$ cat src/sv/tetrahedron_volume_insphere_defines.svh
// ----------------------------------------------------------------------------
// Tetrahedron volume / insphere radius: assertion macros
// Concurrent assertion helpers clocked on clk_i, disabled while rst_ni is low.
// ----------------------------------------------------------------------------
`ifndef TETRAHEDRON_VOLUME_INSPHERE_DEFINES_SVH
`define TETRAHEDRON_VOLUME_INSPHERE_DEFINES_SVH
`ifndef SYNTHESIS
`define TVI_ASSERT_IMP(label, ante, cons) \
  label: assert property (@(posedge clk_i) disable iff (!rst_ni) (ante) |-> (cons)) \
    else $error("tvi assertion failed");
`define TVI_ASSERT_NXT(label, ante, cons) \
  label: assert property (@(posedge clk_i) disable iff (!rst_ni) (ante) |=> (cons)) \
    else $error("tvi assertion failed");
`else
`define TVI_ASSERT_IMP(label, ante, cons)
`define TVI_ASSERT_NXT(label, ante, cons)
`endif
`endif

$ cat src/sv/tvi_pkg.sv
// ----------------------------------------------------------------------------
// Tetrahedron volume / insphere radius: package
// Fixed formats, result widths and the control group passed along the chain.
// ----------------------------------------------------------------------------
package tvi_pkg;

  localparam int CoordWidth = 16;
  localparam int FracBits   = 8;
  localparam int VolFrac    = 24;
  localparam int RadFrac    = 16;
  localparam int VolWidth   = 49;
  localparam int RadWidth   = 24;

  typedef struct packed {
    logic valid;
    logic degen;
    logic rsat;
  } tvi_ctl_t;

  function automatic int max_int(int a, int b);
    return (a > b) ? a : b;
  endfunction

endpackage

$ cat src/sv/tvi_sqrt_cell.sv
// ----------------------------------------------------------------------------
// Tetrahedron volume / insphere radius: square-root cell
// Settles one root bit of each of the four face norms and passes |det| on.
// ----------------------------------------------------------------------------
module tvi_sqrt_cell #(
  parameter int SQW = 72,
  parameter int RW  = 36,
  parameter int ADW = 54,
  parameter int BIT = 0
) (
  input  logic                   clk_i,
  input  logic                   rst_ni,
  input  logic                   en_i,
  input  tvi_pkg::tvi_ctl_t      ctl_i,
  input  logic [3:0][SQW-1:0]    rem_i,
  input  logic [3:0][RW-1:0]     root_i,
  input  logic [ADW-1:0]         det_i,
  output tvi_pkg::tvi_ctl_t      ctl_o,
  output logic [3:0][SQW-1:0]    rem_o,
  output logic [3:0][RW-1:0]     root_o,
  output logic [ADW-1:0]         det_o
);
  logic [3:0][SQW:0]    trial;
  logic [3:0]           take;
  logic [3:0][SQW-1:0]  rem_d;
  logic [3:0][RW-1:0]   root_d;
  tvi_pkg::tvi_ctl_t    ctl_q;
  logic [3:0][SQW-1:0]  rem_q;
  logic [3:0][RW-1:0]   root_q;
  logic [ADW-1:0]       det_q;

  always_comb begin
    for (int l = 0; l < 4; l++) begin
      trial[l] = ((SQW+1)'(root_i[l]) << (BIT + 1)) | ((SQW+1)'(1) << (2 * BIT));
      take[l]  = (SQW+1)'(rem_i[l]) >= trial[l];
      rem_d[l] = take[l] ? SQW'((SQW+1)'(rem_i[l]) - trial[l]) : rem_i[l];
      root_d[l] = root_i[l];
      root_d[l][BIT] = take[l];
    end
  end

  always_ff @(posedge clk_i or negedge rst_ni) begin
    if (!rst_ni) begin
      ctl_q <= '0;
    end else if (en_i) begin
      ctl_q <= ctl_i;
    end
  end

  always_ff @(posedge clk_i) begin
    if (en_i) begin
      rem_q  <= rem_d;
      root_q <= root_d;
      det_q  <= det_i;
    end
  end

  assign ctl_o  = ctl_q;
  assign rem_o  = rem_q;
  assign root_o = root_q;
  assign det_o  = det_q;

endmodule

$ cat config.mk
export PLATFORM = sky130hd
export DESIGN_NAME = tvi_sqrt_cell
export DESIGN_NICKNAME = d
export VERILOG_FILES = /design/src/sv/tetrahedron_volume_insphere_defines.svh /design/src/sv/tvi_pkg.sv /design/src/sv/tvi_sqrt_cell.sv
export SDC_FILE = /design/constraint.sdc
export NUM_CORES = 1
export LEC_CHECK = 0
export BUFFER_PORTS_ARGS = -buffer_cell sky130_fd_sc_hd__buf_2
export CORE_AREA = 2 2 381 383
export DETAILED_ROUTE_END_ITERATION = 8
export DIE_AREA = 0 0 383 385
export MAX_ROUTING_LAYER = met4
export SYNTH_ARGS = -nofsm -noshare
export SYNTH_HDL_FRONTEND = slang
export SYNTH_SLANG_ARGS = --single-unit
$ cat constraint.sdc
create_clock -name clk_i -period 1.83 [get_ports clk_i]
set_input_delay 0.366 -clock clk_i [delete_from_list [all_inputs] [get_ports clk_i]]
set_output_delay 0.366 -clock clk_i [all_outputs]
set_load 0.01 [all_outputs]
==> results of run 1 <==
## worst max-delay path: stages
cell,delay [ns]
buf_8,0.10
or4_4,0.54
or4_4,0.43
nand3b_1,0.20
or3_4,0.36
a2111o_1,0.36
nor3b_4,0.23
buf_6,0.15
buf_6,0.09
nor4_4,0.04
buf_6,0.16
buf_12,0.13
nand2_4,0.06
xnor2_2,0.07
## metrics by stage
stage	setup WS, ns	setup TNS, ns	power (uW)	utilization, %	hold slack, ns
after floorplan	-1.42	-301.61	18700	-	0.0704
after global placement	-1.91	-449.26	24700	31.1	0.169
after detailed placement	-1.93	-450.79	24700	31.1	0.173
after CTS	-0.994	-177.55	38900	37.0	0.000219
after global routing	-1.06	-206.14	40800	38.5	0.00297
final	-1.05	-194.83	39300	38.5	0.0486
## registers in the layout, summed over array words and instances (netlist names)
| name | cells |
|---|---|
| det_o | 54 |
| ctl_o | 3 |
| root_o | 144 |
| rem_o | 288 |
## what timing repair did
action / 4_1_cts / 5_1_grt
pin swaps: 180 / 175
setup endpoints to repair: 293 / 293
hold buffers: 228 / 1
hold endpoints to repair: 233 / 1
resized for setup: 611 / 433
cloned: 24 / 5
setup buffers: 87 / 68
## area by class of cell
type	count	area share, %
multi-input cells	1989	31.9
repair buffers	2336	31.6
flip-flops and latches	489	26.6
well taps	1903	4.32
clock buffers	61	2.69
inverters	191	1.52
clock inverters	48	1.09
diodes	40	0.182
repair inverters	1	0.0204
## power groups by stage
stage          Combinational (uW)  Clock, uW  Sequential [uW]
2_1_floorplan                3710          0            15000
3_3_place_gp                10200          0            14500
3_5_place_dp                10300          0            14500
4_1_cts                     11500      13200            14300
5_1_grt                     12900      13500            14400
6_report                    12100      12900            14300
## final timing paths
| check | endpoint | slack (ns) | from |
|---|---|---|---|
| worst max-delay path | rem_o[189] | -1.05 | rem_i[202] |
| worst max register to register | ctl_o[2] | 1.05 | ctl_o[2] |
| worst min register to register | ctl_o[1] | 0.52 | ctl_o[1] |
| max in group asynchronous | ctl_o[2] | 1.48 | rst_ni |
| min in group asynchronous | ctl_o[1] | 0.25 | rst_ni |
| worst min-delay path | rem_o[177] | 0.05 | rem_i[177] |
## logic make-up (layout without fill, tap and decap cells)
family | count (synthesis) | after routing | synth area share, %
and+or+nand+nor | 872 | 873 | 15.0
AOI/OAI and AO/OA | 662 | 662 | 14.0
muxes | 24 | 24 | 0.938
xor gates and xnor gates | 278 | 278 | 8.45
adders and majority gates | 152 | 152 | 6.71
other | 0 | 40 | 0
buffers and inverters | 300 | 2637 | 3.97
DFF | 489 | 489 | 50.9
## cell usage after synthesis, types with 5 or more instances
cell	number
o2111ai_1	6
xnor2_1	151
mux2_2	24
o21a_1	14
nor2b_1	17
o31a_1	7
ha_1	148
a21o_1	66
xor2_1	127
or3_1	27
or2_2	12
nand3b_1	15
nor3_1	73
nor4_1	36
a31o_2	7
a211oi_1	17
a211o_1	7
clkbuf_1	93
and3_1	13
a2111oi_0	5
o21bai_1	27
nand4b_1	7
a21oi_1	304
a31oi_1	20
o41ai_1	8
buf_1	8
nand4_1	75
o31ai_1	7
buf_2	7
nand3_1	57
and2_1	9
a221oi_1	5
edfxtp_1	486
or4_1	26
nor4b_1	6
nand2b_1	27
inv_1	190
a21boi_0	5
o211ai_1	17
nand2_1	172
o21ai_0	107
nor2_1	282
## layer usage
| layer | global-route usage [%] | wire, um |
|---|---|---|
| met1 | 26.0 | 66900 |
| met2 | 33.9 | 75100 |
| met3 | 4.74 | 11800 |
| met4 | 6.88 | 6080 |
| met5 | - | 0 |
==> flow_summary_export.csv, run 1 <==
group,metric,value,unit
finish,final_common_cell,"buf_4",
routing,drt_wl_total,160000,um
synth,postSynthAreaPerCell,10.4,um^2
worst_setup_path,crit_fanout,4,
finish,final_nets,5711,
sta,finalSetupViolCount,292,
synth,synth_top_area_share,50.7,%
power_and_ir_drop,clkPwrFrac,32.8,%
cts,cts_tree,"yes",
cts,clock-sinks,489,
routing,viasPerCell,4.54,
power_and_ir_drop,ir_worst_vdd,0.730,mV
sta,rsz0062_at_grt,"true",
synth,synth_top_cell_by_area,"edfxtp_1",
global_routing,grt_pass1_vias,32600,
global_routing,grtUsageTotal,21.0,%
outcome,failed_checks,"negative setup slack",
power_and_ir_drop,leakagePower,0.0237,uW
sta,max_freq,347,MHz
worst_hold_path,hold_depth,3,
die,io_pins,981,
finish,area_growth,91.4,%
sta,slew_headroom,65.1,%
synth,ys_seq_area_share,50.9,%
synth,synth-seq-cells,489,
place,place_inst,6542,
cts,cts_buffers,59,
power_and_ir_drop,powerDensity,713,nW/um^2
place,gp_congestion,0.961,
finish,final_cell_mix,"953 x buf_4, 928 x buf_2, 486 x edfxtp_1",
cts,cts_root_buf,"clkbuf_16",
synth,yosysWarnings,0,
finish,finalNonFillerCells,7058,
sta,fin_crit_sh,157,%
global_routing,grt_max_degree,42,
place,post-dp-hpwl,126000,um
place,postPlaceCellArea,44500,um^2
die,placeableCoreArea,143000,um^2
flow_run,cap_violations,0,
worst_setup_path,startpoint_type,"input port",
synth,synth_nets,3421,
finish,multi_input_area,17600,um^2
die,die_h,385,um
cts,clkTransAtPathRegs,0.06,ns
routing,wl_per_cell,22.7,um
sta,hold_violations,0,
power_and_ir_drop,p_sw_share,30.8,%
finish,finalInstanceArea,55100,um^2
outcome,status,"finished, violations left",
synth,ys_types,73,
finish,fill_cells,13900,
finish,seq_area,14700,um^2
synth,async_reset_ff_share,0.613,%
global_routing,antenna_found_initial,44,
routing,ant_nets,0,
cts,worstSkewPairLatency,0.66,ns
sta,setup_ws,-1.05,ns
worst_setup_path,end_kind,"register",
global_routing,overflow,0,
sta,period_minus_slack,2.88,ns
sta,report.final.slew_viol_count,0,
routing,post-route-drc-count,0,
routing,dr.pass1.iters,8,
routing,detail_route.iter0.violations,1993,
synth,synthCells,2777,
power_and_ir_drop,cell_internal_pwr,27200,uW
cts,h-tree-depth,2,
cts,clockBufferDepth,3,
finish,final_layout_size_suffix_gt1_share,57.2,%
power_and_ir_drop,p_seq_share,36.3,%
die,rows,139,
worst_setup_path,reg2reg_depth,1,
routing,route.vias.total,32000,
place,io_buffer_count,980,
global_routing,grt_first_pass_wirelength,222000,um
die,die_w,383,um
worst_setup_path,setup.worst_path.class,"in -> reg",
worst_hold_path,hold_class,"in -> reg",
power_and_ir_drop,p_switching,12100,uW
worst_setup_path,required,2.25,ns
worst_setup_path,arrival,3.30,ns
synth,synth-edff-count,486,
die,die_area,147000,um^2
synth,synthTopCellsByArea,"edfxtp_1 51%, ha_1 6.4%, a21oi_1 5.3%",
sta,worst_pin_slew,0.517,ns
power_and_ir_drop,combPwrFrac,30.9,%
synth,ys.flop_type,"edfxtp_1",
die,start_util,20.1,%
sta,skew,0,ns
synth,synth_area,28800,um^2
Note: power is estimated with default switching activity, not from simulation.
==> inputs of run 2 (changes only) <==
==> constraint.sdc (replaced) <==
create_clock -name clk_i -period 3.2 [get_ports clk_i]
set_input_delay 0.64 -clock clk_i [delete_from_list [all_inputs] [get_ports clk_i]]
set_output_delay 0.64 -clock clk_i [all_outputs]
set_load 0.01 [all_outputs]
==> run 2 against run 1 <==
  * The run now ends clean
  * Sequential cell count is the same
  * Count of clock-buffer cells in the layout rose by 9
  * Utilization is 7.3 points lower
  * Non-clock buffer count is 540 lower
  * Critical path depth rose by 1
  * Global-route usage is 3.4 points lower
  * Via count shrank 8.9%
  * Highest routed layer unchanged
==> flow_summary_export.csv, run 2 (same netlist as run 1, synthesis figures left out) <==
group,metric,value,unit
global_routing,grtUsageTotal,17.6,%
place,place_ws,-0.872,ns
cts,clkTransAtPathRegs,0.07,ns
place,io_buffer_count,980,
routing,ant_nets,0,
outcome,status,"finished, final reports clean",
routing,dr.pass1.iters,5,
sta,skew,0,ns
sta,slew_headroom,54.5,%
routing,viasPerCell,4.49,
die,rows,139,
worst_setup_path,end_kind,"register",
worst_setup_path,reg2reg_slack,2.44,ns
worst_setup_path,reg2reg_depth,1,
flow_run,cap_violations,0,
finish,fill_cells,14900,
die,die_area,147000,um^2
routing,drt_wl_total,133000,um
worst_setup_path,setup.worst_path.class,"in -> reg",
die,die_h,385,um
cts,cts_tree,"yes",
worst_setup_path,crit_fanout,4,
global_routing,grt_pass1_vias,29300,
finish,final_common_cell,"buf_2",
cts,cts_root_buf,"clkbuf_16",
routing,wl_per_cell,20.4,um
die,die_w,383,um
global_routing,overflow,0,
power_and_ir_drop,powerDensity,478,nW/um^2
finish,largest_reg_flops,288,
sta,report.final.slew_viol_count,0,
sta,fin_crit_sh,98.7,%
sta,hold_violations,0,
sta,whs,0.125,ns
finish,final_layout_size_suffix_gt1_share,44.5,%
power_and_ir_drop,ir_worst_vdd,0.447,mV
sta,finalSetupViolCount,0,
die,io_pins,981,
worst_hold_path,hold_depth,1,
worst_hold_path,hold_class,"in -> reg",
finish,final_nets,5171,
worst_setup_path,required,3.59,ns
finish,fin_util,31.2,%
worst_setup_path,startpoint_type,"input port",
die,placeableCoreArea,143000,um^2
cts,h-tree-depth,2,
cts,clockBufferDepth,3,
routing,detail_route.iter0.violations,2122,
power_and_ir_drop,leakagePower,0.0198,uW
worst_setup_path,arrival,3.55,ns
routing,route.vias.total,29200,
finish,final_cell_mix,"979 x buf_2, 802 x buf_4, 486 x edfxtp_1",
sta,period_minus_slack,3.16,ns
place,post-dp-hpwl,112000,um
cts,clock-sinks,489,
routing,post-route-drc-count,0,
sta,max_freq,317,MHz
global_routing,grt_first_pass_wirelength,189000,um
sta,setup_ws,0.0408,ns
sta,worst_pin_slew,0.676,ns
global_routing,grt_max_degree,68,
worst_setup_path,r2r_start,"ctl_o[2]",
worst_hold_path,whs_endpoint,"det_o[31]",
worst_hold_path,hp-start,"det_i[31]",
global_routing,antenna_found_initial,24,
die,start_util,20.1,%
cts,worstSkewPairLatency,0.65,ns
finish,finalNonFillerCells,6498,
finish,area_growth,55.2,%
place,gp_congestion,0.988,
worst_setup_path,regToRegEndpoint,"ctl_o[2]",
cts,cts_buffers,61,
place,place_inst,6364,
[run 2: changes by cell type in the layout (fill, tap and decap cells not counted), sizes merged]
| cell | delta |
|---|---|
| inv | -2 |
| clkinv | -2 |
| clkinvlp | -1 |
| buf | -306 |
| clkbuf | +3 |
| dlygate4sd3 | -228 |
| diode | -23 |
| and3 | -1 |
[run 2: area by class of cell]
type | instances | area (um^2) | area share [%]
Tap cell | 1903 | 2380 | 5.33
Multi-Input combinational cell | 1988 | 13500 | 30.2
Clock buffer | 70 | 1560 | 3.49
Clock inverter | 44 | 609 | 1.36
Timing Repair Buffer | 1796 | 11200 | 25.1
Sequential cell | 489 | 14700 | 32.8
Antenna cell | 17 | 42.5 | 0.0952
Inverter | 191 | 747 | 1.67
[run 2: repair_timing]
item | CTS | global route
hold endpoints to repair | 3 | 0
hold buffers | 1 | 0
pin swaps | 0 | 5
endpoints found under the setup margin | 14 | 78
setup buffers | 0 | 2
cloned | 0 | 0
resized for setup | 3 | 24
[run 2: metal layers]
metal	up-vias	part of all wire, %	global-route usage, %
met3	146	7.2	3.22
met1	14200	44	22.8
met4	0	2.4	4.24
li1	13700	-	-
met2	1166	47	28.3
met5	-	0	-
[run 2: metrics by stage]
step                instance area (um^2)  power [uW]  TNS [ns]
floorplan                          29400       10500    -18.43
global placement                   42400       13900   -134.29
detailed placement                 42400       13900   -136.12
CTS                                44500       21600         0
global route                       44700       22200   -0.0556
finish                             44700       21400         0
[run 2: critical path, stage by stage]
cell and delay [ns]:
buf_2 0.14, inv_1 0.06, ha_1 0.32, buf_4 0.15, o211ai_1 0.09, a21oi_1 0.09
o41a_1 0.42, buf_4 0.17, a21bo_2 0.24, a21oi_2 0.21, buf_4 0.17, a21oi_2 0.10
nor4_4 0.43, nand3b_1 0.17, xnor2_1 0.16
[run 2: power breakdown]
group	internal [uW]	total, uW	switching, uW
sequential	7900	8160	264
combinational	2550	5650	3110
clock	4440	7570	3130
[run 2: worst max-delay path by stage]
stage / depth (start not counted) / startpoint / to / slack (ns)
global placement: 14 / root_i[121] / rem_o[249] / -0.92
CTS: 14 / root_i[125] / rem_o[284] / 0.008
detailed placement: 14 / root_i[121] / rem_o[249] / -0.87
floorplan: 10 / rem_i[202] / rem_o[169] / -0.32
finish: 15 / root_i[40] / rem_o[134] / 0.04
global route: 15 / root_i[121] / rem_o[269] / -0.02
==> inputs of run 3 (changes only) <==
--- a/config.mk
+++ b/config.mk
@@ -6,10 +6,13 @@
 export NUM_CORES = 1
 export LEC_CHECK = 0
 export BUFFER_PORTS_ARGS = -buffer_cell sky130_fd_sc_hd__buf_2
-export CORE_AREA = 2 2 381 383
+export CELL_PAD_IN_SITES_DETAIL_PLACEMENT = 0
+export CELL_PAD_IN_SITES_GLOBAL_PLACEMENT = 2
+export CORE_AREA = 2 2 378 380
 export DETAILED_ROUTE_END_ITERATION = 8
-export DIE_AREA = 0 0 383 385
+export DIE_AREA = 0 0 380 382
 export MAX_ROUTING_LAYER = met4
+export PLACE_DENSITY_LB_ADDON = 0.1
 export SYNTH_ARGS = -nofsm -noshare
 export SYNTH_HDL_FRONTEND = slang
 export SYNTH_SLANG_ARGS = --single-unit
==> run 3 against run 2 <==
  * Global-route usage grew 2.3 points
  * Die area shrank 1.6%
  * Combinational power grew 1%
  * Critical path type unchanged
==> flow_summary_export.csv, run 3 (same netlist as run 1, synthesis figures left out) <==
group,metric,value,unit
place,place_ws,-1.01,ns
flow_run,cap_violations,0,
place,postPlaceCellArea,42800,um^2
place,post-dp-hpwl,124000,um
sta,skew,0,ns
sta,finalSetupViolCount,0,
worst_hold_path,hp-start,"det_i[46]",
worst_setup_path,startpoint_type,"input port",
power_and_ir_drop,powerDensity,474,nW/um^2
routing,viasPerCell,4.31,
worst_setup_path,path_cells,"buf_2 -> buf_4 -> fa_1 -> nand2b_1 -> a21oi_1 -> buf_4 -> o2111ai_2 -> buf_4 -> a211o_1 -> a31o_2 -> o31a_1 -> o21ai_0 -> xnor2_1 -> a21oi_1",
power_and_ir_drop,leakagePower,0.0201,uW
finish,largest_reg_flops,288,
sta,fin_crit_sh,98.1,%
cts,clkTransAtPathRegs,0.06,ns
worst_hold_path,whs_endpoint,"det_o[46]",
routing,drt_wl_total,145000,um
outcome,status,"finished, final reports clean",
routing,wl_per_cell,22.0,um
routing,route.vias.total,28300,
global_routing,grtUsageTotal,19.9,%
cts,cts_tree,"yes",
global_routing,grt_first_pass_wirelength,205000,um
routing,ant_nets,0,
finish,final_nets,5231,
worst_setup_path,setup.worst_path.class,"in -> reg",
sta,rsz0062_at_grt,"true",
worst_setup_path,crit_fanout,3,
worst_setup_path,regToRegEndpoint,"ctl_o[2]",
die,die_area,145000,um^2
global_routing,antenna_found_initial,66,
sta,setup_ws,0.0597,ns
die,io_pins,981,
place,place_inst,6402,
sta,slew_headroom,56.0,%
finish,finalNonFillerCells,6577,
finish,fin_util,32.2,%
finish,final_cell_mix,"979 x buf_2, 844 x buf_4, 486 x edfxtp_1",
worst_setup_path,r2r_start,"ctl_o[2]",
place,io_buffer_count,980,
finish,area_growth,57.4,%
worst_hold_path,hold_class,"in -> reg",
place,gp_congestion,0.866,
die,start_util,20.4,%
sta,max_freq,318,MHz
cts,clock-sinks,489,
cts,h-tree-depth,3,
finish,finalInstanceArea,45300,um^2
cts,worstSkewPairLatency,0.66,ns
power_and_ir_drop,power.total,21500,uW
worst_setup_path,reg2reg_slack,2.45,ns
sta,period_minus_slack,3.14,ns
die,rows,138,
cts,cts_buffers,67,
worst_setup_path,required,3.61,ns
global_routing,grt_max_degree,51,
sta,hold_violations,0,
sta,report.final.slew_viol_count,0,
routing,detail_route.iter0.violations,1518,
worst_setup_path,crit_path_max_incr_delay,0.38,ns
cts,clockBufferDepth,3,
worst_hold_path,hold_depth,1,
die,die_w,380,um
die,placeableCoreArea,141000,um^2
global_routing,overflow,0,
die,die_h,382,um
worst_setup_path,arrival,3.55,ns
routing,post-route-drc-count,0,
finish,final_common_cell,"buf_2",
worst_setup_path,critPathSlowestCell,"fa_1",
global_routing,grt_pass1_vias,29400,
sta,worst_pin_slew,0.653,ns
power_and_ir_drop,ir_worst_vdd,0.385,mV
finish,final_layout_size_suffix_gt1_share,44.9,%
routing,dr.pass1.iters,7,
cts,cts_root_buf,"clkbuf_16",
worst_setup_path,end_kind,"register",
worst_setup_path,reg2reg_depth,1,
worst_setup_path,worst_path_most_repeated_cell,"buf_4",
-- run 3: changes by cell type in the layout (fill, tap and decap cells not counted), sizes merged --
cell      change
diode        +31
buf          +53
clkinvlp      -3
clkinv        +3
clkbuf       +13
bufinv        -5
-- run 3: how the worst max path moves through the flow --
stage                           start    endpoint  cells past startpoint
after floorplan            rem_i[202]  rem_o[169]                     10
after global placement     root_i[74]  rem_o[208]                     14
after detailed placement   root_i[74]  rem_o[208]                     14
after CTS                 root_i[110]  rem_o[284]                     15
after global routing       rem_i[202]  rem_o[145]                     13
final                      root_i[72]  rem_o[174]                     14
-- run 3: repair_timing --
action                                  in CTS  in global routing
gates cloned                                 0                  1
resized for setup                            2                 23
buffers inserted                             0                  4
pin swaps                                    0                  3
endpoints found under the setup margin      64                 60
hold buffers                                 1                  0
endpoints found under the hold margin        3                  0
-- run 3: area by class of cell --
class                           count  area [um^2]
Antenna cell                       48          120
Clock buffer                       82         1800
Clock inverter                     39          384
Fill cell                       15000        95600
Inverter                          191          749
Multi-Input combinational cell   1988        13500
Sequential cell                   489        14700
Tap cell                         1890         2360
Timing Repair Buffer             1850        11700
-- run 3: per-stage QoR --
step | hold WS (ns) | setup TNS (ns)
final | 0.143 | 0
after global routing | 0.0827 | -0.00355
after CTS | 0.0708 | 0
after detailed placement | 0.441 | -138.00
after global placement | 0.441 | -135.50
after floorplan | 0.344 | -18.43
-- run 3: worst max-delay path, delay by kind of cell --
family                   cells  cell delay (ns)
AND/OR/NAND/NOR              1             0.17
buffers and inverters        4             0.59
XOR/XNOR                     1             0.20
adder cells (fa/ha/maj)      1             0.38
AO/OA/AOI/OAI                7             1.55
-- run 3: power by group --
part	internal, uW	leakage (uW)	total, uW	switching [uW]
Clock	4500	0.00106	7640	3140
Sequential	7890	0.00479	8120	225
Combinational	2580	0.0143	5730	3150
Total	15000	0.0201	21500	6510
-- run 3: routing by layer --
metal | track usage, % | vias to the layer above | wire (um)
li1 | - | 13900 | -
met1 | 23.9 | 13400 | 62000
met2 | 32.0 | 860 | 69300
met3 | 5.39 | 175 | 9150
met4 | 7.12 | 0 | 4350
met5 | - | - | 0
