===== src/sv/tetrahedron_volume_insphere_defines.svh =====
// ----------------------------------------------------------------------------
// Tetrahedron volume / insphere radius: assertion macros
// Concurrent assertion helpers clocked on clk_i, disabled while rst_ni is low.
// ----------------------------------------------------------------------------
`ifndef TETRAHEDRON_VOLUME_INSPHERE_DEFINES_SVH
`define TETRAHEDRON_VOLUME_INSPHERE_DEFINES_SVH
`ifndef SYNTHESIS
`define TVI_ASSERT_IMP(label, ante, cons) \
  label: assert property (@(posedge clk_i) disable iff (!rst_ni) (ante) |-> (cons)) \
    else $error("tvi assertion failed");
`define TVI_ASSERT_NXT(label, ante, cons) \
  label: assert property (@(posedge clk_i) disable iff (!rst_ni) (ante) |=> (cons)) \
    else $error("tvi assertion failed");
`else
`define TVI_ASSERT_IMP(label, ante, cons)
`define TVI_ASSERT_NXT(label, ante, cons)
`endif
`endif


===== src/sv/tvi_pkg.sv =====
// ----------------------------------------------------------------------------
// Tetrahedron volume / insphere radius: package
// Fixed formats, result widths and the control group passed along the chain.
// ----------------------------------------------------------------------------
package tvi_pkg;

  localparam int CoordWidth = 16;
  localparam int FracBits   = 8;
  localparam int VolFrac    = 24;
  localparam int RadFrac    = 16;
  localparam int VolWidth   = 49;
  localparam int RadWidth   = 24;

  typedef struct packed {
    logic valid;
    logic degen;
    logic rsat;
  } tvi_ctl_t;

  function automatic int max_int(int a, int b);
    return (a > b) ? a : b;
  endfunction

endpackage


===== src/sv/tvi_div_cell.sv =====
// ----------------------------------------------------------------------------
// Tetrahedron volume / insphere radius: divider cell
// One restoring step of the radius quotient and one digit group of the
// volume division by three.
// ----------------------------------------------------------------------------
module tvi_div_cell #(
  parameter int RMW = 88,
  parameter int NSW = 38,
  parameter int VPC = 4,
  parameter int BIT = 0
) (
  input  logic                                      clk_i,
  input  logic                                      rst_ni,
  input  logic                                      en_i,
  input  tvi_pkg::tvi_ctl_t                         ctl_i,
  input  logic [RMW-1:0]                            rrem_i,
  input  logic [NSW-1:0]                            ns_i,
  input  logic [tvi_pkg::RadWidth-1:0]              rq_i,
  input  logic [VPC*tvi_pkg::RadWidth-1:0]          vv_i,
  input  logic [1:0]                                vr_i,
  output tvi_pkg::tvi_ctl_t                         ctl_o,
  output logic [RMW-1:0]                            rrem_o,
  output logic [NSW-1:0]                            ns_o,
  output logic [tvi_pkg::RadWidth-1:0]              rq_o,
  output logic [VPC*tvi_pkg::RadWidth-1:0]          vv_o,
  output logic [1:0]                                vr_o
);
  localparam int VPAD = VPC * tvi_pkg::RadWidth;

  logic [RMW-1:0]                 den;
  logic                           ge;
  logic [RMW-1:0]                 rrem_d;
  logic [tvi_pkg::RadWidth-1:0]   rq_d;
  logic [VPAD-1:0]                vv_d;
  logic [1:0]                     vr_d;
  logic [2:0]                     t;
  tvi_pkg::tvi_ctl_t              ctl_q;
  logic [RMW-1:0]                 rrem_q;
  logic [NSW-1:0]                 ns_q;
  logic [tvi_pkg::RadWidth-1:0]   rq_q;
  logic [VPAD-1:0]                vv_q;
  logic [1:0]                     vr_q;

  assign den    = RMW'(ns_i) << BIT;
  assign ge     = rrem_i >= den;
  assign rrem_d = ge ? rrem_i - den : rrem_i;

  always_comb begin
    rq_d      = rq_i;
    rq_d[BIT] = ge;
    vv_d      = vv_i;
    vr_d      = vr_i;
    t         = '0;
    for (int i = VPC - 1; i >= 0; i--) begin
      t = {vr_d, vv_i[BIT*VPC+i]};
      if (t >= 3'd3) begin
        vr_d = 2'(t - 3'd3);
        vv_d[BIT*VPC+i] = 1'b1;
      end else begin
        vr_d = t[1:0];
        vv_d[BIT*VPC+i] = 1'b0;
      end
    end
  end

  always_ff @(posedge clk_i or negedge rst_ni) begin
    if (!rst_ni) begin
      ctl_q <= '0;
    end else if (en_i) begin
      ctl_q <= ctl_i;
    end
  end

  always_ff @(posedge clk_i) begin
    if (en_i) begin
      rrem_q <= rrem_d;
      ns_q   <= ns_i;
      rq_q   <= rq_d;
      vv_q   <= vv_d;
      vr_q   <= vr_d;
    end
  end

  assign ctl_o  = ctl_q;
  assign rrem_o = rrem_q;
  assign ns_o   = ns_q;
  assign rq_o   = rq_q;
  assign vv_o   = vv_q;
  assign vr_o   = vr_q;

endmodule

===== config.mk =====
export PLATFORM = sky130hd
export DESIGN_NAME = tvi_div_cell
export DESIGN_NICKNAME = d
export VERILOG_FILES = /design/src/sv/tetrahedron_volume_insphere_defines.svh /design/src/sv/tvi_pkg.sv /design/src/sv/tvi_div_cell.sv
export SDC_FILE = /design/constraint.sdc
export NUM_CORES = 1
export LEC_CHECK = 0
export ABC_AREA = 0
export BUFFER_PORTS_ARGS = -buffer_cell sky130_fd_sc_hd__buf_4
export CAP_MARGIN = 10
export CORE_ASPECT_RATIO = 0.8
export CORE_MARGIN = 8
export CORE_UTILIZATION = 35
export CTS_CLUSTER_DIAMETER = 120
export DETAILED_ROUTE_END_ITERATION = 16
export SLEW_MARGIN = 10
export SYNTH_ARGS = -nofsm -noshare
export SYNTH_HDL_FRONTEND = slang
export SYNTH_SLANG_ARGS = --single-unit

===== constraint.sdc =====
create_clock -name clk_i -period 1.2 [get_ports clk_i]
set_clock_uncertainty 0.2 [all_clocks]
set_input_delay 0.24 -clock clk_i [delete_from_list [all_inputs] [get_ports clk_i]]
set_output_delay 0.24 -clock clk_i [all_outputs]
set_load 0.005 [all_outputs]

==> results of run 1 <==
==> report_power, final <==
group | total, µW | switching [µW] | internal, µW
Sequential | 11000 | 405 | 10600
Clock | 8530 | 3780 | 4750
Combinational | 7100 | 3000 | 4100
Total | 26700 | 7190 | 19500
==> sequential cells by signal, summed over array words and instances, names as in the netlist <==
register  count
rq_o         24
vr_o          2
rrem_o       88
ctl_o         3
vv_o         96
ns_o         38
==> cell families (layout without fill, tap and decap cells) <==
family	after synthesis	after routing	share of synthesized area [%]
and+or+nand+nor	293	293	12.7
DFF	251	251	64.3
AOI/OAI and AO/OA	179	179	9.34
xor gates and xnor gates	81	81	6.06
buffers and inverters	76	1193	2.67
adders and majority gates	43	43	4.66
muxes	3	3	0.289
other	0	8	0
==> what timing repair did <==
item | in CTS | in global routing
hold buffers | 247 | 1
endpoints found under the hold margin | 300 | 33
endpoints found under the setup margin | 344 | 368
pin swaps | 41 | 48
buffers inserted | 12 | 14
gates cloned | 2 | 5
gates resized for setup | 192 | 206
==> through the flow <==
| stage | util (%) | power, µW | instance area (µm²) | cells |
|---|---|---|---|---|
| 5_1_grt | 72.4 | 27500 | 24100 | 2484 |
| 3_3_place_gp | 56.4 | 16500 | 18800 | 2150 |
| 3_5_place_dp | 56.4 | 16500 | 18800 | 2150 |
| 2_1_floorplan | - | 12700 | 12100 | 926 |
| 6_report | 72.4 | 26700 | 24100 | 2485 |
| 4_1_cts | 69.3 | 26000 | 23000 | 2460 |
==> final timing paths <==
kind,start,to,slack [ns],cells past startpoint
min,ns_i[0],ns_o[0],-0.35,1
max,rrem_i[62],rrem_o[2],-1.78,12
max reg2reg,ctl_o[2],ctl_o[2],0.05,2
min reg2reg,ctl_o[1],ctl_o[1],0.35,1
min in group asynchronous,rst_ni,ctl_o[0],0.46,3
max in group asynchronous,rst_ni,ctl_o[1],0.10,3
==> layer usage <==
layer	GRT usage [%]	wire length, µm
met1	32.9	23300
met2	45.5	29600
met3	6.81	5150
met4	10.8	2960
met5	0	12
==> cell type report <==
class	count	area [µm²]	share of cell area [%]
Antenna cell	8	20.0	0.0831
Clock buffer	36	731	3.03
Clock inverter	16	153	0.634
Inverter	46	225	0.935
Multi-Input combinational cell	599	4990	20.7
Sequential cell	251	7520	31.2
Tap cell	434	543	2.25
Timing Repair Buffer	1095	9910	41.1
==> placed cells by master (no fill, tap or decap), types with 31 or more instances in the layout <==
cell,count
sky130_fd_sc_hd__buf_4,635
sky130_fd_sc_hd__a21oi_1,54
sky130_fd_sc_hd__nand2_1,58
sky130_fd_sc_hd__xor2_1,41
sky130_fd_sc_hd__nor2_1,39
sky130_fd_sc_hd__dlygate4sd3_1,247
sky130_fd_sc_hd__edfxtp_1,248
sky130_fd_sc_hd__clkbuf_16,33
sky130_fd_sc_hd__buf_6,182
sky130_fd_sc_hd__xnor2_1,32
sky130_fd_sc_hd__inv_1,31
==> key figures, run 1 <==
Detailed routing
  • Detailed Route WL: 61000 µm
  • Antenna Violating Nets Remaining: 0
  • Detail-routed net length per standard cell: 24.5 µm
  • DRC violation count after routing: 0
  • Ratio of routed vias to standard cells: 5.16
  • Count of vias placed by the detailed router: 12800
  • Number of iterations in the first detailed-routing pass: 5
  • Violation count after the first detailed-route iteration: 960

Global route
  • First-pass GRT wire length: 81300 µm
  • Number of antenna violations at the first check in global routing: 8
  • Total congestion overflow after global routing: 0
  • Maximum number of pins on one net before global-route repair: 24
  • Global-route usage over all layers: 27.1%
  • Via count of the first global-routing pass: 12900

Yosys
  • Sequential fraction of the synthesis area: 64.3%
  • Cell count after synthesis: 926
  • Total number of yosys warnings: 0
  • Most common library cells after synthesis: sky130_fd_sc_hd__edfxtp_1 (248), sky130_fd_sc_hd__a21oi_1 (78), sky130_fd_sc_hd__nor2_1 (74)
  • Post-synthesis cell area: 0.0117 mm²
  • Most area-consuming cells after synthesis: sky130_fd_sc_hd__edfxtp_1 (64%), sky130_fd_sc_hd__ha_1 (4.5%), sky130_fd_sc_hd__a21oi_1 (3.3%), sky130_fd_sc_hd__xor2_1 (3.1%), sky130_fd_sc_hd__xnor2_1 (3.0%)
  • Dominant synthesized flop cell: sky130_fd_sc_hd__edfxtp_1
  • Async S/R FF share, synth: 1.20%
  • Syn_nets: 1223
  • EDFF count, synth: 248
  • Largest area contributor in the netlist: sky130_fd_sc_hd__edfxtp_1
  • Most common cell in the netlist: sky130_fd_sc_hd__edfxtp_1
  • Syn Area/Cell: 12.6 µm²
  • Number of synthesized register bits: 251
  • Distinct cell type count of the synthesized netlist: 56
  • Share of the synthesized area in the top cell type: 63.6%

Timing
  • Smallest hold slack: -0.346 ns
  • Final-report max-slew violation count: 0
  • Sum of negative setup slack: -238.58 ns
  • Unrepaired setup endpoints after global routing: true
  • Worst setup slack after layout: -1.78 ns
  • Final number of setup-violating endpoints: 346
  • Slew at the pin closest to its max-slew limit: 0.587 ns
  • Post-layout minimum cycle time: 2.98 ns
  • Total count of hold-check failures in the final report: 50
  • Peak Freq: 336 MHz
  • Share of the clock period used by the worst path after layout: 248%
  • Relative slew slack: 59.9%

Worst setup path
  • Setup crit end kind: flip-flop
  • Crit path max fanout: 8
  • Family of cells with the greatest summed delay on the critical path: simple AND/OR/NAND/NOR gates
  • Maximum single-stage delay on the critical path: 0.56 ns
  • Crit start category: input pin
  • Required time at the endpoint of the critical path: 1.31 ns
  • Slowest cell on crit path: sky130_fd_sc_hd__or4_4
  • Sum of buffers and inverters on the critical path: 4
  • Type of the worst setup path: in2reg
  • Critical path's most frequent cell: sky130_fd_sc_hd__or4_4
  • Data arrival time of the critical path: 3.09 ns
  • Worst path cell trace: buf_6 > or4_4 > or4_4 > or4_4 > a41o_1 > nor2_1 > and2_4 > inv_6 > buf_12 > clkbuf_16 > nor2_4 > a21oi_1

Clock network
  • Master cell of the clock root buffer: sky130_fd_sc_hd__clkbuf_16
  • Source-to-sink clock delay at the later pin of the worst-skew pair: 0.58 ns
  • TritonCTS clock tree: built
  • Max Buffers Root-to-Sink: 3
  • Worst-path clk slew: 0.07 ns
  • Maximum level of the CTS H-tree: 1
  • Clock Sink Count: 251
  • TritonCTS buffer count: 28

Placement
  • Port bufs: 503
  • Estimated wirelength of the detail-placed design: 40300 µm
  • Routability Congestion: 0.900
  • Worst setup timing slack at the placement stage: -2.57 ns

Floorplan
  • Die height: 180 µm
  • FP Rows: 60
  • Width of the chip: 220 µm
  • Initial Util: 35.2%
  • I/O pin count: 505
  • Area of the die: 0.0396 mm²
  • Core Box Area: 0.0333 mm²

Layout
  • Number of fillers in the final layout: 2117
  • Proportion of layout cells with a drive suffix above 1: 52.7%
  • Layout Area Growth over Synthesis: 106%
  • NumNets Final: 2318

Power
  • VDD IR-drop max: 1.02 mV
  • Cell leakage power: 0.0102 µW
  • Areal power density over the cells: 1110 mW/mm²

Outcome
  • Violations in the final reports: negative hold slack, negative setup slack
  • Status: complete, but fails checks

Job
  • Maximum capacitance violations: 0

Worst hold path
  • Tightest Hold Check Type: in2reg
Power figures use the tool's default switching activity.
==> run 2: changes to the inputs <==
- BUFFER_PORTS_ARGS: -buffer_cell sky130_fd_sc_hd__buf_4 -> -buffer_cell sky130_fd_sc_hd__buf_2
==> run 2 against run 1 <==
Effect of this change:
- the flow still finishes with violations (negative hold slack, negative setup slack)
- total power decreased by 6.7%
- first-iteration DRC count fell by 0.63%
- worst setup slack gained 0.017 ns
- maximum frequency rose by 0.57%
- hold slack improved by 0.13 ns
- clock power decreased by 7.5%
- design area is 6.9% lower
- combinational power shrank 14%
- die area unchanged
- sequential cell count unchanged
- largest cell class unchanged
- largest power group unchanged
==> key figures, run 2 (synthesis results as in run 1) <==
Worst setup path
  • Crit start category: input pin
  • Type of the worst setup path: in2reg
  • Setup crit end kind: flip-flop
  • Critical path's most frequent cell: sky130_fd_sc_hd__or4_4
  • Crit path max fanout: 6
  • Maximum single-stage delay on the critical path: 0.57 ns
  • Required time at the endpoint of the critical path: 1.30 ns
  • Slowest cell on crit path: sky130_fd_sc_hd__or4_4
  • Worst path cell trace: buf_6 > or4_4 > or4_4 > or4_4 > a41o_1 > nor2_1 > and2_4 > inv_8 > nand4_1 > buf_12 > nor4_4 > xor2_1
  • Data arrival time of the critical path: 3.06 ns

Clock network
  • TritonCTS buffer count: 27
  • Master cell of the clock root buffer: sky130_fd_sc_hd__clkbuf_16
  • Source-to-sink clock delay at the later pin of the worst-skew pair: 0.55 ns
  • Worst-path clk slew: 0.06 ns
  • Clock Sink Count: 251
  • Max Buffers Root-to-Sink: 3
  • Maximum level of the CTS H-tree: 1
  • TritonCTS clock tree: built

Power
  • Clk network pwr share: 31.7%
  • Cell leakage power: 0.00955 µW
  • Internal power: 18200 µW
  • Net switching fraction of the power: 26.7%
  • Flop pwr share: 43.8%
  • Areal power density over the cells: 1110 mW/mm²
  • P_sw: 6640 µW
  • VDD IR-drop max: 1.01 mV
  • Logic gate share of total power: 24.5%

Detailed routing
  • DRC violation count after routing: 0
  • Detailed Route WL: 54800 µm
  • Count of vias placed by the detailed router: 12500
  • Violation count after the first detailed-route iteration: 954
  • Antenna Violating Nets Remaining: 0
  • Detail-routed net length per standard cell: 22.0 µm
  • Ratio of routed vias to standard cells: 5.02
  • Number of iterations in the first detailed-routing pass: 5

Floorplan
  • Core Box Area: 0.0333 mm²
  • Width of the chip: 220 µm
  • FP Rows: 60
  • Initial Util: 35.2%
  • Die height: 180 µm
  • Area of the die: 0.0396 mm²
  • I/O pin count: 505

Layout
  • Commonest cells after routing, fill and taps aside: sky130_fd_sc_hd__buf_2 (475), sky130_fd_sc_hd__buf_4 (294), sky130_fd_sc_hd__dlygate4sd3_1 (257)
  • Layout Area Growth over Synthesis: 91.7%
  • Most frequent standard cell in the layout excluding fill and tap cells: sky130_fd_sc_hd__buf_2
  • Flip-flop count of the largest register, all copies and words added: 96
  • NumNets Final: 2319
  • Proportion of layout cells with a drive suffix above 1: 52.3%
  • Post-route insts no fill: 2486
  • Final Cell Area: 0.0224 mm²

Global route
  • Total congestion overflow after global routing: 0
  • First-pass GRT wire length: 79100 µm
  • Via count of the first global-routing pass: 12900
  • Maximum number of pins on one net before global-route repair: 20
  • Global-route usage over all layers: 26.2%
  • Number of antenna violations at the first check in global routing: 11

Timing
  • Total count of hold-check failures in the final report: 4
  • Smallest hold slack: -0.211 ns
  • Final-report max-slew violation count: 0
  • Worst setup slack after layout: -1.76 ns
  • Post-layout minimum cycle time: 2.96 ns
  • Peak Freq: 338 MHz
  • Unrepaired setup endpoints after global routing: true
  • Relative slew slack: 54.0%
  • Share of the clock period used by the worst path after layout: 247%
  • Slew at the pin closest to its max-slew limit: 0.685 ns
  • Sum of negative setup slack: -232.61 ns
  • Final number of setup-violating endpoints: 345

Placement
  • Routability Congestion: 0.902
  • Area after detailed placement: 0.0174 mm²
  • Estimated wirelength of the detail-placed design: 39200 µm
  • Port bufs: 503
  • Cell count after placement: 2140

Outcome
  • Status: complete, but fails checks
  • Violations in the final reports: negative hold slack, negative setup slack

Worst hold path
  • Tightest Hold Check Type: in2reg

Job
  • Maximum capacitance violations: 0
[run 2: final cells by class]
| type | count | area, µm² |
|---|---|---|
| fillers | 2371 | 10800 |
| repair buffers | 1097 | 8260 |
| flip-flops and latches | 251 | 7520 |
| multi-input cells | 599 | 5060 |
| clock buffers | 35 | 706 |
| well taps | 434 | 543 |
| inverters | 46 | 218 |
| clock inverters | 12 | 98.8 |
| diodes | 12 | 30.0 |
[run 2: power by group through the flow]
stage | combinational [µW] | sequential, µW | clock, µW
global route | 6500 | 11000 | 8360
CTS | 5850 | 10900 | 7960
finish | 6100 | 10900 | 7890
detailed placement | 4770 | 11000 | 0
global placement | 4730 | 11000 | 0
floorplan | 1530 | 11100 | 0
[run 2: worst paths after layout]
path,startpoint,endpoint,slack (ns),cells after the start
max,rrem_i[63],rrem_o[83],-1.76,12
min,vr_i[0],vv_o[3],-0.21,2
max reg2reg,ctl_o[1],ctl_o[1],0.23,1
min reg2reg,ctl_o[0],ctl_o[0],0.30,1
max in group asynchronous,rst_ni,ctl_o[0],0.12,3
min in group asynchronous,rst_ni,ctl_o[2],0.45,3
[run 2: metrics by stage]
step                      total power (µW)  worst slack, ns  util [%]
after floorplan                      12700            -2.10         -
after global routing                 25800            -1.83      67.4
after detailed placement             15800            -2.52      52.4
after CTS                            24700            -1.73      66.4
after global placement               15700            -2.56      52.4
final                                24900            -1.76      67.5
[run 2: critical path: cells and delay by family]
family                    cells  cell delay [ns]
and+or+nand+nor               7             2.09
AOI/OAI and AO/OA             1             0.26
buffers and inverters         3             0.31
xor gates and xnor gates      1             0.15
[run 2: what timing repair did]
item,CTS,global route
hold buffers,259,3
setup endpoints to repair,344,506
endpoints found under the hold margin,286,9
gates resized for setup,229,57
pin swaps,61,31
buffers inserted,23,5
gates cloned,5,1
[run 2: metal layers]
layer | GRT usage (%) | vias to the layer above | wire (µm)
met4 | 10.1 | 2 | 2370
met5 | 0 | - | 13
li1 | - | 5708 | -
met3 | 5.35 | 118 | 4190
met1 | 32.2 | 6088 | 21800
met2 | 44.5 | 568 | 26400
==> run 3: changes to the inputs <==
- clock period: 1.2 -> 3.6 ns (I/O delays scaled with it)
==> run 3 against run 2 <==
Effect of this change:
- the flow now finishes without violations
- first-iteration DRC count down 28%
- sequential cell count unchanged
- via count shrank 18%
- hold slack better by 0.34 ns
- count of clock-buffer cells in the layout fell by 3
- register-to-register slack improved by 2.4 ns
- total power shrank 68%
- critical path type unchanged
- highest routed layer unchanged
- global-route usage fell by 5.0 points
==> key figures, run 3 (synthesis results as in run 1) <==
Timing
  • Peak Freq: 283 MHz
  • Relative slew slack: 58.2%
  • Worst setup slack after layout: 0.0627 ns
  • Final-report max-slew violation count: 0
  • Unrepaired setup endpoints after global routing: true
  • Final number of setup-violating endpoints: 0
  • Slew at the pin closest to its max-slew limit: 0.628 ns
  • Post-layout minimum cycle time: 3.54 ns
  • Smallest hold slack: 0.132 ns
  • Share of the clock period used by the worst path after layout: 98.3%
  • Total count of hold-check failures in the final report: 0

Detailed routing
  • Detailed Route WL: 43900 µm
  • Ratio of routed vias to standard cells: 4.90
  • Number of iterations in the first detailed-routing pass: 5
  • DRC violation count after routing: 0
  • Violation count after the first detailed-route iteration: 686
  • Antenna Violating Nets Remaining: 0
  • Count of vias placed by the detailed router: 10200
  • Detail-routed net length per standard cell: 21.0 µm

Worst setup path
  • Type of the worst setup path: in2reg
  • Worst reg-to-reg path cell count: 1
  • Data arrival time of the critical path: 3.64 ns
  • R2r endpoint: ctl_o[0]
  • Required time at the endpoint of the critical path: 3.70 ns
  • Beginning of the worst register-to-register path: ctl_o[0]
  • Crit start category: input pin
  • Setup crit end kind: flip-flop
  • Crit path max fanout: 39
  • Register-to-Register Setup Slack: 2.66 ns

Power
  • Net switching fraction of the power: 25.3%
  • Internal power: 5910 µW
  • Clk network pwr share: 36.1%
  • P_sw: 2000 µW
  • Areal power density over the cells: 456 mW/mm²
  • VDD IR-drop max: 0.336 mV
  • Tot Pwr: 7910 µW
  • Logic gate share of total power: 18.4%
  • Flop pwr share: 45.5%
  • Cell leakage power: 0.00752 µW

Floorplan
  • Initial Util: 35.2%
  • Die height: 180 µm
  • Core Box Area: 0.0333 mm²
  • Area of the die: 0.0396 mm²
  • FP Rows: 60
  • I/O pin count: 505
  • Width of the chip: 220 µm

Placement
  • Cell count after placement: 2031
  • Routability Congestion: 0.884
  • Port bufs: 503
  • Worst setup timing slack at the placement stage: -0.631 ns
  • Estimated wirelength of the detail-placed design: 35700 µm

Layout
  • Layout Area Growth over Synthesis: 48.1%
  • Flip-flop count of the largest register, all copies and words added: 96
  • Post-route insts no fill: 2087
  • NumNets Final: 1924
  • Commonest cells after routing, fill and taps aside: sky130_fd_sc_hd__buf_2 (502), sky130_fd_sc_hd__edfxtp_1 (248), sky130_fd_sc_hd__buf_4 (192)
  • Proportion of layout cells with a drive suffix above 1: 48.1%
  • Number of fillers in the final layout: 3012
  • Most frequent standard cell in the layout excluding fill and tap cells: sky130_fd_sc_hd__buf_2

Clock network
  • Source-to-sink clock delay at the later pin of the worst-skew pair: 0.55 ns
  • Worst-path clk slew: 0.06 ns
  • Maximum level of the CTS H-tree: 1
  • Post-CTS Setup Repair Bufs: 0
  • Clock Sink Count: 251
  • Max Buffers Root-to-Sink: 3
  • TritonCTS clock tree: built
  • TritonCTS buffer count: 27
  • Master cell of the clock root buffer: sky130_fd_sc_hd__clkbuf_16

Outcome
  • Status: completed

Global route
  • Met2 Track Usage GR: 35.2%
  • Grt met1 use: 26.1%
  • First-pass GRT wire length: 64100 µm
  • Layer with the highest usage after global routing: met2
  • Met3 routing resource usage after global routing: 6.66%
  • Global-route usage over all layers: 21.1%
  • Total congestion overflow after global routing: 0
  • Via count of the first global-routing pass: 10500
  • Maximum number of pins on one net before global-route repair: 79
  • Number of antenna violations at the first check in global routing: 13

Worst hold path
  • Worst Hold End: vv_o[15]
  • HP Start: vv_i[15]
  • Number of cells on the worst hold path: 1
  • Tightest Hold Check Type: in2reg

Job
  • Maximum capacitance violations: 0
## run 3: changes by cell type in the layout (fill, tap and decap cells not counted), moves of 19 or more
cell	change
sky130_fd_sc_hd__ha_1	+21
sky130_fd_sc_hd__ha_4	-22
sky130_fd_sc_hd__buf_2	+27
sky130_fd_sc_hd__nor2_4	-24
sky130_fd_sc_hd__a21oi_2	-19
sky130_fd_sc_hd__buf_4	-102
sky130_fd_sc_hd__a21oi_1	+28
sky130_fd_sc_hd__dlygate4sd3_1	-256
sky130_fd_sc_hd__buf_6	-34
sky130_fd_sc_hd__nor2_1	+31
## run 3: power by group through the flow
| stage | logic, µW | clock network (µW) | registers, µW |
|---|---|---|---|
| floorplan | 486 | 0 | 3710 |
| finish | 1460 | 2850 | 3600 |
| detailed placement | 1460 | 0 | 3660 |
| global placement | 1440 | 0 | 3660 |
| global route | 1590 | 3040 | 3630 |
| CTS | 1470 | 2950 | 3600 |
## run 3: metal layers
layer	part of all wire [%]	routed length (µm)
met5	0.21	94
met3	8.5	3730
met2	47	20700
met1	41	18100
met4	2.8	1220
## run 3: how the worst max path moves through the flow
stage                           from          to  slack, ns  cells after the start
after CTS                    ns_i[0]  rrem_o[45]       0.01                     12
after global routing         ns_i[1]  rrem_o[87]     -0.008                     15
after floorplan           rrem_i[62]  rrem_o[48]      -0.18                     13
final                     rrem_i[62]   rrem_o[8]       0.06                     12
after detailed placement  rrem_i[62]  rrem_o[35]      -0.63                     12
after global placement    rrem_i[62]  rrem_o[33]      -0.63                     12
## run 3: final cells by class
type	instances	area [µm²]	area share, %
clock buffer	32	694	4.01
tap	434	543	3.13
antenna	5	12.5	0.0722
multi-input combinational	599	4070	23.4
inverter	46	193	1.11
clock inverter	18	209	1.21
timing repair buffer	702	4100	23.6
sequential	251	7520	43.4
## run 3: worst max-delay path, cell delays in order
cell	delay [ns]
sky130_fd_sc_hd__buf_2	0.12
sky130_fd_sc_hd__or4_4	0.55
sky130_fd_sc_hd__or4_4	0.53
sky130_fd_sc_hd__or4_4	0.56
sky130_fd_sc_hd__a41o_1	0.26
sky130_fd_sc_hd__nor2_1	0.09
sky130_fd_sc_hd__and2_4	0.21
sky130_fd_sc_hd__inv_4	0.06
sky130_fd_sc_hd__buf_4	0.16
sky130_fd_sc_hd__buf_12	0.17
sky130_fd_sc_hd__nor2_1	0.12
sky130_fd_sc_hd__a21oi_1	0.05
## run 3: through the flow
step / utilization, % / setup TNS [ns] / instance area [µm²]
after floorplan: - / -9.56 / 11900
final: 52.1 / 0 / 17300
after CTS: 52.0 / 0 / 17300
after global placement: 49.2 / -46.09 / 16400
after global routing: 52.1 / -0.0151 / 17300
after detailed placement: 49.2 / -46.46 / 16400
## run 3: timing repair
action / in CTS / in global routing
endpoints found under the hold margin: 3 / 0
resized for setup: 1 / 11
endpoints found under the setup margin: 24 / 35
hold buffers: 1 / 0
